`config.mk`:
```
export PLATFORM = sky130hd
export DESIGN_NAME = ping_pong_frame_buffer_top
export DESIGN_NICKNAME = d
export VERILOG_FILES = /design/src/design/ppfb_pkg.sv /design/src/design/ppfb_ram.sv /design/src/design/ppfb_ctrl.sv /design/src/design/ppfb_dp.sv /design/src/design/ping_pong_frame_buffer_top.sv
export VERILOG_INCLUDE_DIRS = /design/src /design/src/design
export SDC_FILE = /design/constraint.sdc
export NUM_CORES = 1
export LEC_CHECK = 0
export ABC_AREA = 1
export BUFFER_PORTS_ARGS = -buffer_cell sky130_fd_sc_hd__buf_2
export CAP_MARGIN = 20
export CORE_MARGIN = 2
export CORE_UTILIZATION = 30
export DETAILED_ROUTE_END_ITERATION = 6
export PLACE_DENSITY = 0.52
export SYNTH_ARGS = -nofsm -noshare
export SYNTH_HDL_FRONTEND = slang
export SYNTH_HIERARCHICAL = 1
export SYNTH_SLANG_ARGS = --single-unit
```
`constraint.sdc`:
```
create_clock -name clk -period 4.91 [get_ports clk]
set_clock_uncertainty 0.1 [all_clocks]
set_input_delay 0 -clock clk [delete_from_list [all_inputs] [get_ports clk]]
set_output_delay 0 -clock clk [all_outputs]
set_load 0.1 [all_outputs]
```
`src/design/assert_macros.svh`:
```
// Concurrent assertion helpers, clocked on clk and disabled during rst
`ifndef ASSERT_MACROS_SVH
`define ASSERT_MACROS_SVH

// check an implication or plain property every cycle
`define ASSERT_CLK(label, prop, msg) \
  label: assert property (@(posedge clk) disable iff (rst) (prop)) else $error(msg);

// check that a trigger is followed in the next cycle by a consequence
`define ASSERT_NEXT(label, trig, cons, msg) \
  label: assert property (@(posedge clk) disable iff (rst) (trig) |=> (cons)) else $error(msg);

`endif

```
`src/design/ppfb_pkg.sv`:
```
package ppfb_pkg;

  localparam int FRAME_BYTES_DEF = 32;
  localparam int BYTE_W = 8;

  localparam logic ACT_WRITE = 1'b0;
  localparam logic ACT_READ = 1'b1;

  typedef struct packed {
    logic              action;
    logic [BYTE_W-1:0] data_byte;
  } in_item_t;

  typedef struct packed {
    logic [BYTE_W-1:0] out_byte;
    logic              copied;
    logic              last;
    logic              new_pending;
  } out_item_t;

  typedef struct packed {
    logic wr;
    logic rd_start;
    logic out_load;
    logic out_data;
    logic out_last;
  } cmd_t;

  typedef struct packed {
    logic any_new;
  } stat_t;

endpackage

```
`src/design/ppfb_ram.sv`:
```
module ppfb_ram #(
  parameter int WIDTH = 8,
  parameter int DEPTH = 64,
  localparam int ADDR_W = $clog2(DEPTH)
) (
  input  logic              clk,
  input  logic              we,
  input  logic [ADDR_W-1:0] wr_addr,
  input  logic [WIDTH-1:0]  wr_data,
  input  logic [ADDR_W-1:0] rd_addr,
  output logic [WIDTH-1:0]  rd_data
);

  logic [WIDTH-1:0] mem [DEPTH];

  always_ff @(posedge clk) begin
    if (we) begin
      mem[wr_addr] <= wr_data;
    end
    rd_data <= mem[rd_addr];
  end

endmodule

```
`src/design/ppfb_ctrl.sv`:
```
module ppfb_ctrl import ppfb_pkg::*; #(
  parameter int FRAME_BYTES = FRAME_BYTES_DEF,
  localparam int IDX_W = $clog2(FRAME_BYTES)
) (
  input  logic             clk,
  input  logic             rst,
  input  logic             req_valid,
  output logic             req_ready,
  input  logic             action,
  output logic             rsp_valid,
  input  logic             rsp_ready,
  input  stat_t            stat,
  output cmd_t             cmd,
  output logic [IDX_W-1:0] rd_idx
);

  localparam logic [IDX_W-1:0] LAST_IDX = IDX_W'(FRAME_BYTES - 1);

  typedef enum logic {
    S_IDLE,
    S_READ
  } state_t;

  state_t           state;
  logic [IDX_W-1:0] idx;
  logic             out_free;
  logic             accept;
  logic             read_done;

  always_comb begin
    out_free  = !rsp_valid || rsp_ready;
    req_ready = (state == S_IDLE) && out_free;
    accept    = req_valid && req_ready;
    read_done = (state == S_READ) && out_free && (idx == LAST_IDX);
    cmd       = '0;
    rd_idx    = '0;
    if (accept) begin
      if (action == ACT_WRITE) begin
        cmd.wr       = 1'b1;
        cmd.out_load = 1'b1;
        cmd.out_last = 1'b1;
      end else if (stat.any_new) begin
        cmd.rd_start = 1'b1;
      end else begin
        cmd.out_load = 1'b1;
        cmd.out_last = 1'b1;
      end
    end
    if (state == S_READ) begin
      // advance the read address only when the byte in flight is taken
      if (out_free) begin
        cmd.out_load = 1'b1;
        cmd.out_data = 1'b1;
        cmd.out_last = (idx == LAST_IDX);
        rd_idx       = idx + 1'b1;
      end else begin
        rd_idx = idx;
      end
    end
  end

  always_ff @(posedge clk) begin
    if (rst) begin
      state     <= S_IDLE;
      rsp_valid <= 1'b0;
      idx       <= '0;
    end else begin
      idx <= rd_idx;
      if (cmd.out_load) begin
        rsp_valid <= 1'b1;
      end else if (rsp_ready) begin
        rsp_valid <= 1'b0;
      end
      case (state)
        S_IDLE: begin
          if (cmd.rd_start) begin
            state <= S_READ;
          end
        end
        S_READ: begin
          if (read_done) begin
            state <= S_IDLE;
          end
        end
        default: begin
          state <= S_IDLE;
        end
      endcase
    end
  end

endmodule

```
`src/design/ppfb_dp.sv`:
```
module ppfb_dp import ppfb_pkg::*; #(
  parameter int FRAME_BYTES = FRAME_BYTES_DEF,
  localparam int IDX_W = $clog2(FRAME_BYTES),
  localparam int CNT_W = $clog2(FRAME_BYTES + 1),
  localparam int ADDR_W = IDX_W + 1
) (
  input  logic              clk,
  input  logic              rst,
  input  logic              cfg_we,
  input  logic [BYTE_W-1:0] cfg_wdata,
  input  logic [BYTE_W-1:0] data_byte,
  input  cmd_t              cmd,
  input  logic [IDX_W-1:0]  rd_idx,
  output stat_t             stat,
  output out_item_t         rsp
);

  logic [BYTE_W-1:0] command_byte;
  logic [CNT_W-1:0]  fill_count;
  logic [CNT_W-1:0]  fill_count_next;
  logic              select_a;
  logic              select_a_next;
  logic              new_a;
  logic              new_a_next;
  logic              new_b;
  logic              new_b_next;
  logic              rd_bank;
  logic              rd_bank_next;
  logic              sel_new;
  logic              full;
  logic              hit;
  logic              we;
  logic [ADDR_W-1:0] wr_addr;
  logic [ADDR_W-1:0] rd_addr;
  logic [BYTE_W-1:0] rd_data;

  // bank A sits at the lower half of the RAM, bank B at the upper half
  always_comb begin
    sel_new         = select_a ? new_a : new_b;
    full            = (fill_count == CNT_W'(FRAME_BYTES));
    hit             = (data_byte == command_byte);
    fill_count_next = fill_count;
    select_a_next   = select_a;
    new_a_next      = new_a;
    new_b_next      = new_b;
    we              = 1'b0;
    wr_addr         = {~select_a, fill_count[IDX_W-1:0]};
    if (cmd.wr && !sel_new) begin
      if (full) begin
        fill_count_next = '0;
        select_a_next   = ~select_a;
        if (select_a) begin
          new_a_next = 1'b1;
        end else begin
          new_b_next = 1'b1;
        end
        if (hit) begin
          we              = 1'b1;
          wr_addr         = {select_a, IDX_W'(0)};
          fill_count_next = CNT_W'(1);
        end
      end else if (fill_count != '0 || hit) begin
        we              = 1'b1;
        fill_count_next = fill_count + 1'b1;
      end
    end
    if (cmd.rd_start) begin
      if (new_a) begin
        new_a_next = 1'b0;
      end else begin
        new_b_next = 1'b0;
      end
    end
    rd_bank_next = cmd.rd_start ? ~new_a : rd_bank;
    rd_addr      = {rd_bank_next, rd_idx};
    stat.any_new = new_a || new_b;
  end

  ppfb_ram #(
    .WIDTH (BYTE_W),
    .DEPTH (2 ** ADDR_W)
  ) bank_ram (
    .clk     (clk),
    .we      (we),
    .wr_addr (wr_addr),
    .wr_data (data_byte),
    .rd_addr (rd_addr),
    .rd_data (rd_data)
  );

  always_ff @(posedge clk) begin
    if (rst) begin
      command_byte <= '0;
      fill_count   <= '0;
      select_a     <= 1'b1;
      new_a        <= 1'b0;
      new_b        <= 1'b0;
      rd_bank      <= 1'b0;
    end else begin
      if (cfg_we) begin
        command_byte <= cfg_wdata;
      end
      fill_count <= fill_count_next;
      select_a   <= select_a_next;
      new_a      <= new_a_next;
      new_b      <= new_b_next;
      rd_bank    <= rd_bank_next;
    end
  end

  always_ff @(posedge clk) begin
    if (cmd.out_load) begin
      rsp.out_byte    <= cmd.out_data ? rd_data : '0;
      rsp.copied      <= cmd.out_data;
      rsp.last        <= cmd.out_last;
      rsp.new_pending <= new_a_next || new_b_next;
    end
  end

endmodule

```
`src/design/ping_pong_frame_buffer_top.sv`:
```
// channel | signals                       | direction
// req     | req_valid, req_ready, req     | in  (action, data_byte)
// rsp     | rsp_valid, rsp_ready, rsp     | out (out_byte, copied, last, new_pending)
// cfg     | cfg_we, cfg_wdata             | in  (command_byte)
//
// A write item gives one result from the output register.
// A read item of a new bank gives FRAME_BYTES results, one per cycle while rsp_ready
// holds, after the registered RAM read; the single RAM read port sets this pace.
// A read with no new bank gives one empty, final result.
// rst is synchronous; no item is taken while a read streams or rsp stalls.
`include "assert_macros.svh"

module ping_pong_frame_buffer_top import ppfb_pkg::*; #(
  parameter int FRAME_BYTES = FRAME_BYTES_DEF
) (
  input  logic              clk,
  input  logic              rst,
  input  logic              req_valid,
  output logic              req_ready,
  input  in_item_t          req,
  output logic              rsp_valid,
  input  logic              rsp_ready,
  output out_item_t         rsp,
  input  logic              cfg_we,
  input  logic [BYTE_W-1:0] cfg_wdata
);

  localparam int IDX_W = $clog2(FRAME_BYTES);

  cmd_t             cmd;
  stat_t            stat;
  logic [IDX_W-1:0] rd_idx;

  ppfb_ctrl #(
    .FRAME_BYTES (FRAME_BYTES)
  ) u_ctrl (
    .clk       (clk),
    .rst       (rst),
    .req_valid (req_valid),
    .req_ready (req_ready),
    .action    (req.action),
    .rsp_valid (rsp_valid),
    .rsp_ready (rsp_ready),
    .stat      (stat),
    .cmd       (cmd),
    .rd_idx    (rd_idx)
  );

  ppfb_dp #(
    .FRAME_BYTES (FRAME_BYTES)
  ) u_dp (
    .clk       (clk),
    .rst       (rst),
    .cfg_we    (cfg_we),
    .cfg_wdata (cfg_wdata),
    .data_byte (req.data_byte),
    .cmd       (cmd),
    .rd_idx    (rd_idx),
    .stat      (stat),
    .rsp       (rsp)
  );

  `ASSERT_NEXT(a_write_result, req_valid && req_ready && req.action == ACT_WRITE, rsp_valid && rsp.last && !rsp.copied, "write item must give one final empty result")
  `ASSERT_CLK(a_empty_zero, rsp_valid && !rsp.copied |-> rsp.last && rsp.out_byte == '0, "empty result must be final and zero")
  `ASSERT_CLK(a_stream_block, rsp_valid && rsp.copied && !rsp.last |-> !req_ready, "item taken while a bank streams")

endmodule

```
* Word level (Yosys, flattened, before mapping)
Memories as Yosys holds them, arrays and structs flattened. A register that Yosys moved wholly into a read port is not among the register bits. Index checks and enable logic that the tools add are counted. W data, S select, Z words.
Word-level totals: bits of input ports 22, bits in registers 36, output and inout port bits 13, bits in writable memories 512, bits in read-only memories 0, memories 1, latch bits 0, logic and storage cells 78
Memory list:
- u_dp.bank_ram.mem | words 64, width 8, read ports 1, clocked after Yosys merged registers in 1, wr ports 1, line ppfb_ram.sv:14 | logic [WIDTH-1:0] mem [DEPTH];
Cells by class: bitwise logic cells 3, $lt $le $gt $ge 0, multipliers 0, add/subtract/negate cells 2, equal/unequal tests 3, mux-type cells 40, shifts and indexed selects 0, reduce and logical (&&, ||, !) cells 16, div/mod/pow operators 0
Operators by type and width (count):
- $mux W6 | 5
- $mux W1 | 29
- $mux W5 | 2
- $mux W3 | 3
- $eq A8 B8 Y1 | 1
- $add A6 B1 Y6 const B | 1
- $eq A6 B6 Y1 const B | 1
- $reduce_bool A6 Y1 | 1
- $add A5 B1 Y5 const B | 1
- $eq A5 B5 Y1 const B | 1
- $logic_and A1 B1 Y1 | 5
- $logic_or A1 B1 Y1 | 4
- $reduce_and A2 Y1 | 2
- $reduce_bool A2 Y1 | 2
- $not A1 Y1 | 3
- $logic_not A1 Y1 | 2
- $pmux W1 S2 | 1

* Logic depth before layout (Yosys ltp)
depth in word-level cells 10, mapped depth 18, mapped depth without buffers 15

* Modules after synthesis
The synthesis kept the hierarchy.
Modules (own cells, without submodules):
- ppfb_ram | instances 1, cells an instance 1805, area each 21339.2 um2, seq. area each 15534.9 um2
- ppfb_dp | instances 1, cells an instance 185, area each 1422.6 um2, seq. area each 690.7 um2
- ppfb_ctrl | instances 1, cells an instance 59, area each 429.2 um2, seq. area each 140.1 um2

* Worst setup path after synthesis
OpenSTA, ideal clock, no wires.
path kind reg2reg, start point reg u_ctrl.rsp_valid, end point mem u_dp.bank_ram.mem[50][0] (enable), cell stages (with the launch flop) 16, period minus slack after synthesis 3.791 ns, arrival 3.296 ns, path slack 1.119 ns, required time 4.415 ns, path buffers 2, setup time 0.395 ns, cell sequence dfxtp_1 > nand2_4 > buf_12 > nand2_4 > inv_6 > nand2_1 > nor2_1 > o211a_2 > nand2_2 > inv_2 > nand3_2 > nand2_1 > inv_1 > clkbuf_1 > inv_1 > nor4_1
RTL lines:
- from (decl) | line ppfb_ctrl.sv:10 | output logic rsp_valid,
- from (signal assigned) | line ppfb_ctrl.sv:65 | rsp_valid <= 1'b0;
- from (signal assigned) | line ppfb_ctrl.sv:70 | rsp_valid <= 1'b1;
- from (signal assigned) | line ppfb_ctrl.sv:72 | rsp_valid <= 1'b0;
- to (decl) | line ppfb_ram.sv:14

* Final worst setup path
start point reg u_dp.command_byte[0], end point mem u_dp.bank_ram.mem[14][1] (enable)
On the way: longest elaborated chain between the ends 7, elaborated cells on any way between the ends 11, those cells by class eq/ne: 1; mux: 9; reduce/logical: 1
Ends and longest elaborated chain:
- from (decl) | line ppfb_dp.sv:18 | logic [BYTE_W-1:0] command_byte;
- from (signal assigned) | line ppfb_dp.sv:101 | command_byte <= cfg_wdata;
- $eq A8 B8 Y1 (*) | line ppfb_dp.sv:41 | hit = (data_byte == command_byte);
- $logic_or A1 B1 Y1 | line ppfb_dp.sv:62 | end else if (fill_count != '0 || hit) begin
- $mux W1 | line ppfb_dp.sv:62
- $mux W1 (*) | line ppfb_dp.sv:49 | if (full) begin
- $mux W1 (*) | line ppfb_dp.sv:48 | if (cmd.wr && !sel_new) begin
- via u_dp.we | line ppfb_dp.sv:32 | logic we;
- $mux W1 (*) | line ppfb_ram.sv:17 | if (we) begin
- $mux W1 (implied by the code) (*) | line ppfb_ram.sv:18 | mem[wr_addr] <= wr_data;
The timed path passes the listed nets; every way through them passes the cells marked *.

==> results.json <==
{
  "status": "complete, no violations",
  "synth-warning-count": 6,
  "grt-busiest-layer": "met2",
  "worst-path-buf-inv": 4,
  "diodes": 0,
  "synth_common_cells": "nand2_1 (707), edfxtp_1 (523), nand3_1 (448), nor2_1 (82), inv_1 (48)",
  "switching_power_mw": 1.97,
  "grt_start_max_net_pins": 145,
  "yosysMostFrequentCell": "nand2_1",
  "grt_setup_unrepaired": "no",
  "grt_use_met3_pct": 2.34,
  "track_usage_pct": 15.7,
  "overflow": 0,
  "tightest_slew_ns": 1.05,
  "start_kind": "register",
  "multi_input_area_um2": 5790,
  "cts_resized": 0,
  "cts_setup_buffers": 0,
  "fp.dieH_um": 282,
  "crit_required_ns": 5.03,
  "fill_cells": 7570,
  "intPower_mw": 7.79,
  "drive_above_1_share_pct": 9.36,
  "min_period_ns": 4.51,
  "synth_area_leaders": "edfxtp_1 (68%), nand2_1 (11%), nand3_1 (9.7%)",
  "clock-sinks": 556,
  "cap_violations": 0,
  "placed_cells": 3042,
  "gp_congestion": 0.836,
  "cp_max_fo": 9,
  "relSlewSlack_pct": 29.9,
  "ys.flop_type": "edfxtp_1",
  "slowest_delay_ns": 0.86,
  "switching_share_pct": 20.2,
  "path_clk_slew_ns": 0.06,
  "ios": 35,
  "first_pass_iters": 5,
  "instances_no_fill": 3188,
  "power_mw": 9.76,
  "cts_max_level": 2,
  "grt_use_met2_pct": 25.5,
  "power.leakage_nw": 9.51,
  "first_global_vias": 15400,
  "path_delay_family": "simple AND/OR/NAND/NOR gates",
  "layout.nets": 2137,
  "rows": 101,
  "cts_buffers": 55,
  "syn_area_um2": 23200,
  "ctsRootBufferMaster": "clkbuf_16",
  "yosysUniqueCellTypes": 35,
  "holdCritPathClass": "primary input to register",
  "chipWidth_um": 282,
  "antenna_found_initial": 1,
  "vias": 15500,
  "cp-end-kind": "register",
  "place_ws_ns": 1.05,
  "postCtsHoldBufs": 40,
  "drt_iter0_drc": 1492,
  "synth_area_leader_cell": "edfxtp_1",
  "cp.arrival_ns": 4.63,
  "synth-edff-count": 523,
  "setup_ws_ns": 0.403,
  "synth_fp_nets": 2075,
  "syn-mean-instance-area_um2": 11.3,
  "area_growth_pct": 14.4,
  "use_met1_pct": 21.3,
  "io_buffers": 34,
  "drc_errors": 0,
  "ir_drop_v": 0.000284,
  "synthCells": 2049,
  "pwr-share-comb_pct": 2.3,
  "clkPwrFrac_pct": 44.5,
  "register_area_um2": 16400,
  "setup_viol": 0,
  "routedWlPerCell_um": 19.6,
  "worstPathCellList": "inv_2 -> nand2_1 -> nand2_1 -> nand2_1 -> dlygate4sd3_1 -> nor2_1 -> dlygate4sd3_1 -> nand2_1 -> o21ai_0 -> nand2_1 -> inv_1 -> nand4_1 -> nor2_1",
  "grt_pass1_wl_um": 94300,
  "seqPwrFrac_pct": 53.2,
  "fin_crit_sh_pct": 91.8,
  "antenna_left": 0,
  "die_area_um2": 79500,
  "async_reset_ff_share_pct": 0,
  "insertion_delay_ns": 0.62,
  "final_core_util_pct": 34.8,
  "clock_path_buffers": 3,
  "cts_tree": "done",
  "hold_violations": 0,
  "core-area_um2": 76200,
  "start_util_pct": 30.4,
  "powerDensity_nw_per_um2": 368,
  "critPathSlowestCell": "nor2_1",
  "tns_ns": 0,
  "worstSetupPathType": "register to register",
  "synth_top_area_share_pct": 67.7,
  "ys_seq_area_share_pct": 70.6,
  "path_common_cell": "nand2_1",
  "wl_um": 62500,
  "avgViaCountPerCell": 4.85,
  "max_freq_ghz": 0.222,
  "ys_ff_latch": 556,
  "dp_hpwl_um": 37100,
  "drv_slew": 0
}
## logic make-up after synthesis
logic type / after synthesis / share of synthesized area [%]
AO/OA/AOI/OAI: 29 / 0.680
XOR/XNOR: 6 / 0.227
adder cells (fa/ha/maj): 4 / 0.216
buffers and inverters: 176 / 4.62
flip-flops: 556 / 70.6
AND/OR/NAND/NOR: 1278 / 23.7
## path summary, 6_finish.rpt
check                                        to  slack (ns)  depth (start not counted)                              start
min reg2reg             u_dp/rd_bank$_SDFF_PP0_        0.38                          2            u_dp/rd_bank$_SDFF_PP0_
max reg2reg  u_dp/bank_ram/mem[14][1]$_DFFE_PP_        0.40                         13  u_dp/command_byte[0]$_SDFFE_PP0P_
min          u_dp/bank_ram/mem[59][0]$_DFFE_PP_        0.04                          2                             req[0]
max          u_dp/bank_ram/mem[14][1]$_DFFE_PP_        0.40                         13  u_dp/command_byte[0]$_SDFFE_PP0P_
## worst reg2reg max path: stages, from the launching register on
cell and delay, ns:
dfxtp_1 0.31, inv_2 0.05, nand2_1 0.04, nand2_1 0.05, nand2_1 0.05, dlygate4sd3_1 0.55
nor2_1 0.20, dlygate4sd3_1 0.59, nand2_1 0.06, o21ai_0 0.12, nand2_1 0.10, inv_1 0.22
nand4_1 0.81, nor2_1 0.86
## state kept, by name (all words and copies together), names as in the netlist
register and count:
u_ctrl/idx 5, u_dp/select_a 1, u_dp/new_a 1, u_dp/command_byte 8, u_dp/bank_ram/mem 512, u_ctrl/rsp_valid 1
u_dp/new_b 1, u_ctrl/state 1, u_dp/fill_count 6, u_dp/rd_bank 1, u_dp/bank_ram/rd_data 8, u_dp/rsp 11
## power by group through the flow
| stage | Combinational (mW) | Clock (mW) | Sequential [mW] |
|---|---|---|---|
| after global routing | 0.242 | 4.60 | 5.19 |
| after detailed placement | 0.203 | 0 | 5.29 |
| after CTS | 0.229 | 4.42 | 5.19 |
| final | 0.226 | 4.34 | 5.19 |
| after global placement | 0.202 | 0 | 5.29 |
| after floorplan | 0.0332 | 0 | 5.33 |
## through the flow
step                hold slack (ns)  area, µm²
finish                       0.0428      26500
floorplan                   -0.0376      23200
global route                  0.102      26500
CTS                          0.0732      26500
global placement              0.145      24200
detailed placement            0.151      24200
## layer usage
layer	up-vias	part of all wire, %	wire, µm
met5	-	0	0
met4	0	3.6	2270
met3	117	5.8	3630
met2	487	46	28900
met1	7632	44	27700
li1	7232	-	-
## cell type report
class	instances	area share (%)
clock buffer	71	5.57
clock inverter	33	1.43
inverter	56	0.839
multi-input combinational	1317	21.8
sequential	556	61.7
tap	1030	4.86
timing repair buffer	125	3.79
## cells in the final DEF, fill, tap and decap left out, types with 3 or more instances in the layout
cell type,synthesis,routed
nand3_1,448,448
clkinv_2,0,13
nor2_2,3,3
inv_1,48,47
clkbuf_1,20,13
buf_2,38,34
nor3_1,5,5
bufinv_16,0,8
clkbuf_16,0,56
dfxtp_1,33,33
buf_12,1,3
buf_4,14,46
o21ai_0,10,10
nor2_4,0,3
nor2_1,82,79
a21oi_1,13,13
xnor2_1,3,3
edfxtp_1,523,523
ha_1,4,4
clkinv_1,0,7
inv_2,6,6
nand2_1,707,707
dlygate4sd3_1,0,40
xor2_1,3,3
inv_6,2,4
nand2_2,4,4
nand4_1,11,11
nor4_1,8,6
(Power assumes the default switching activity.)
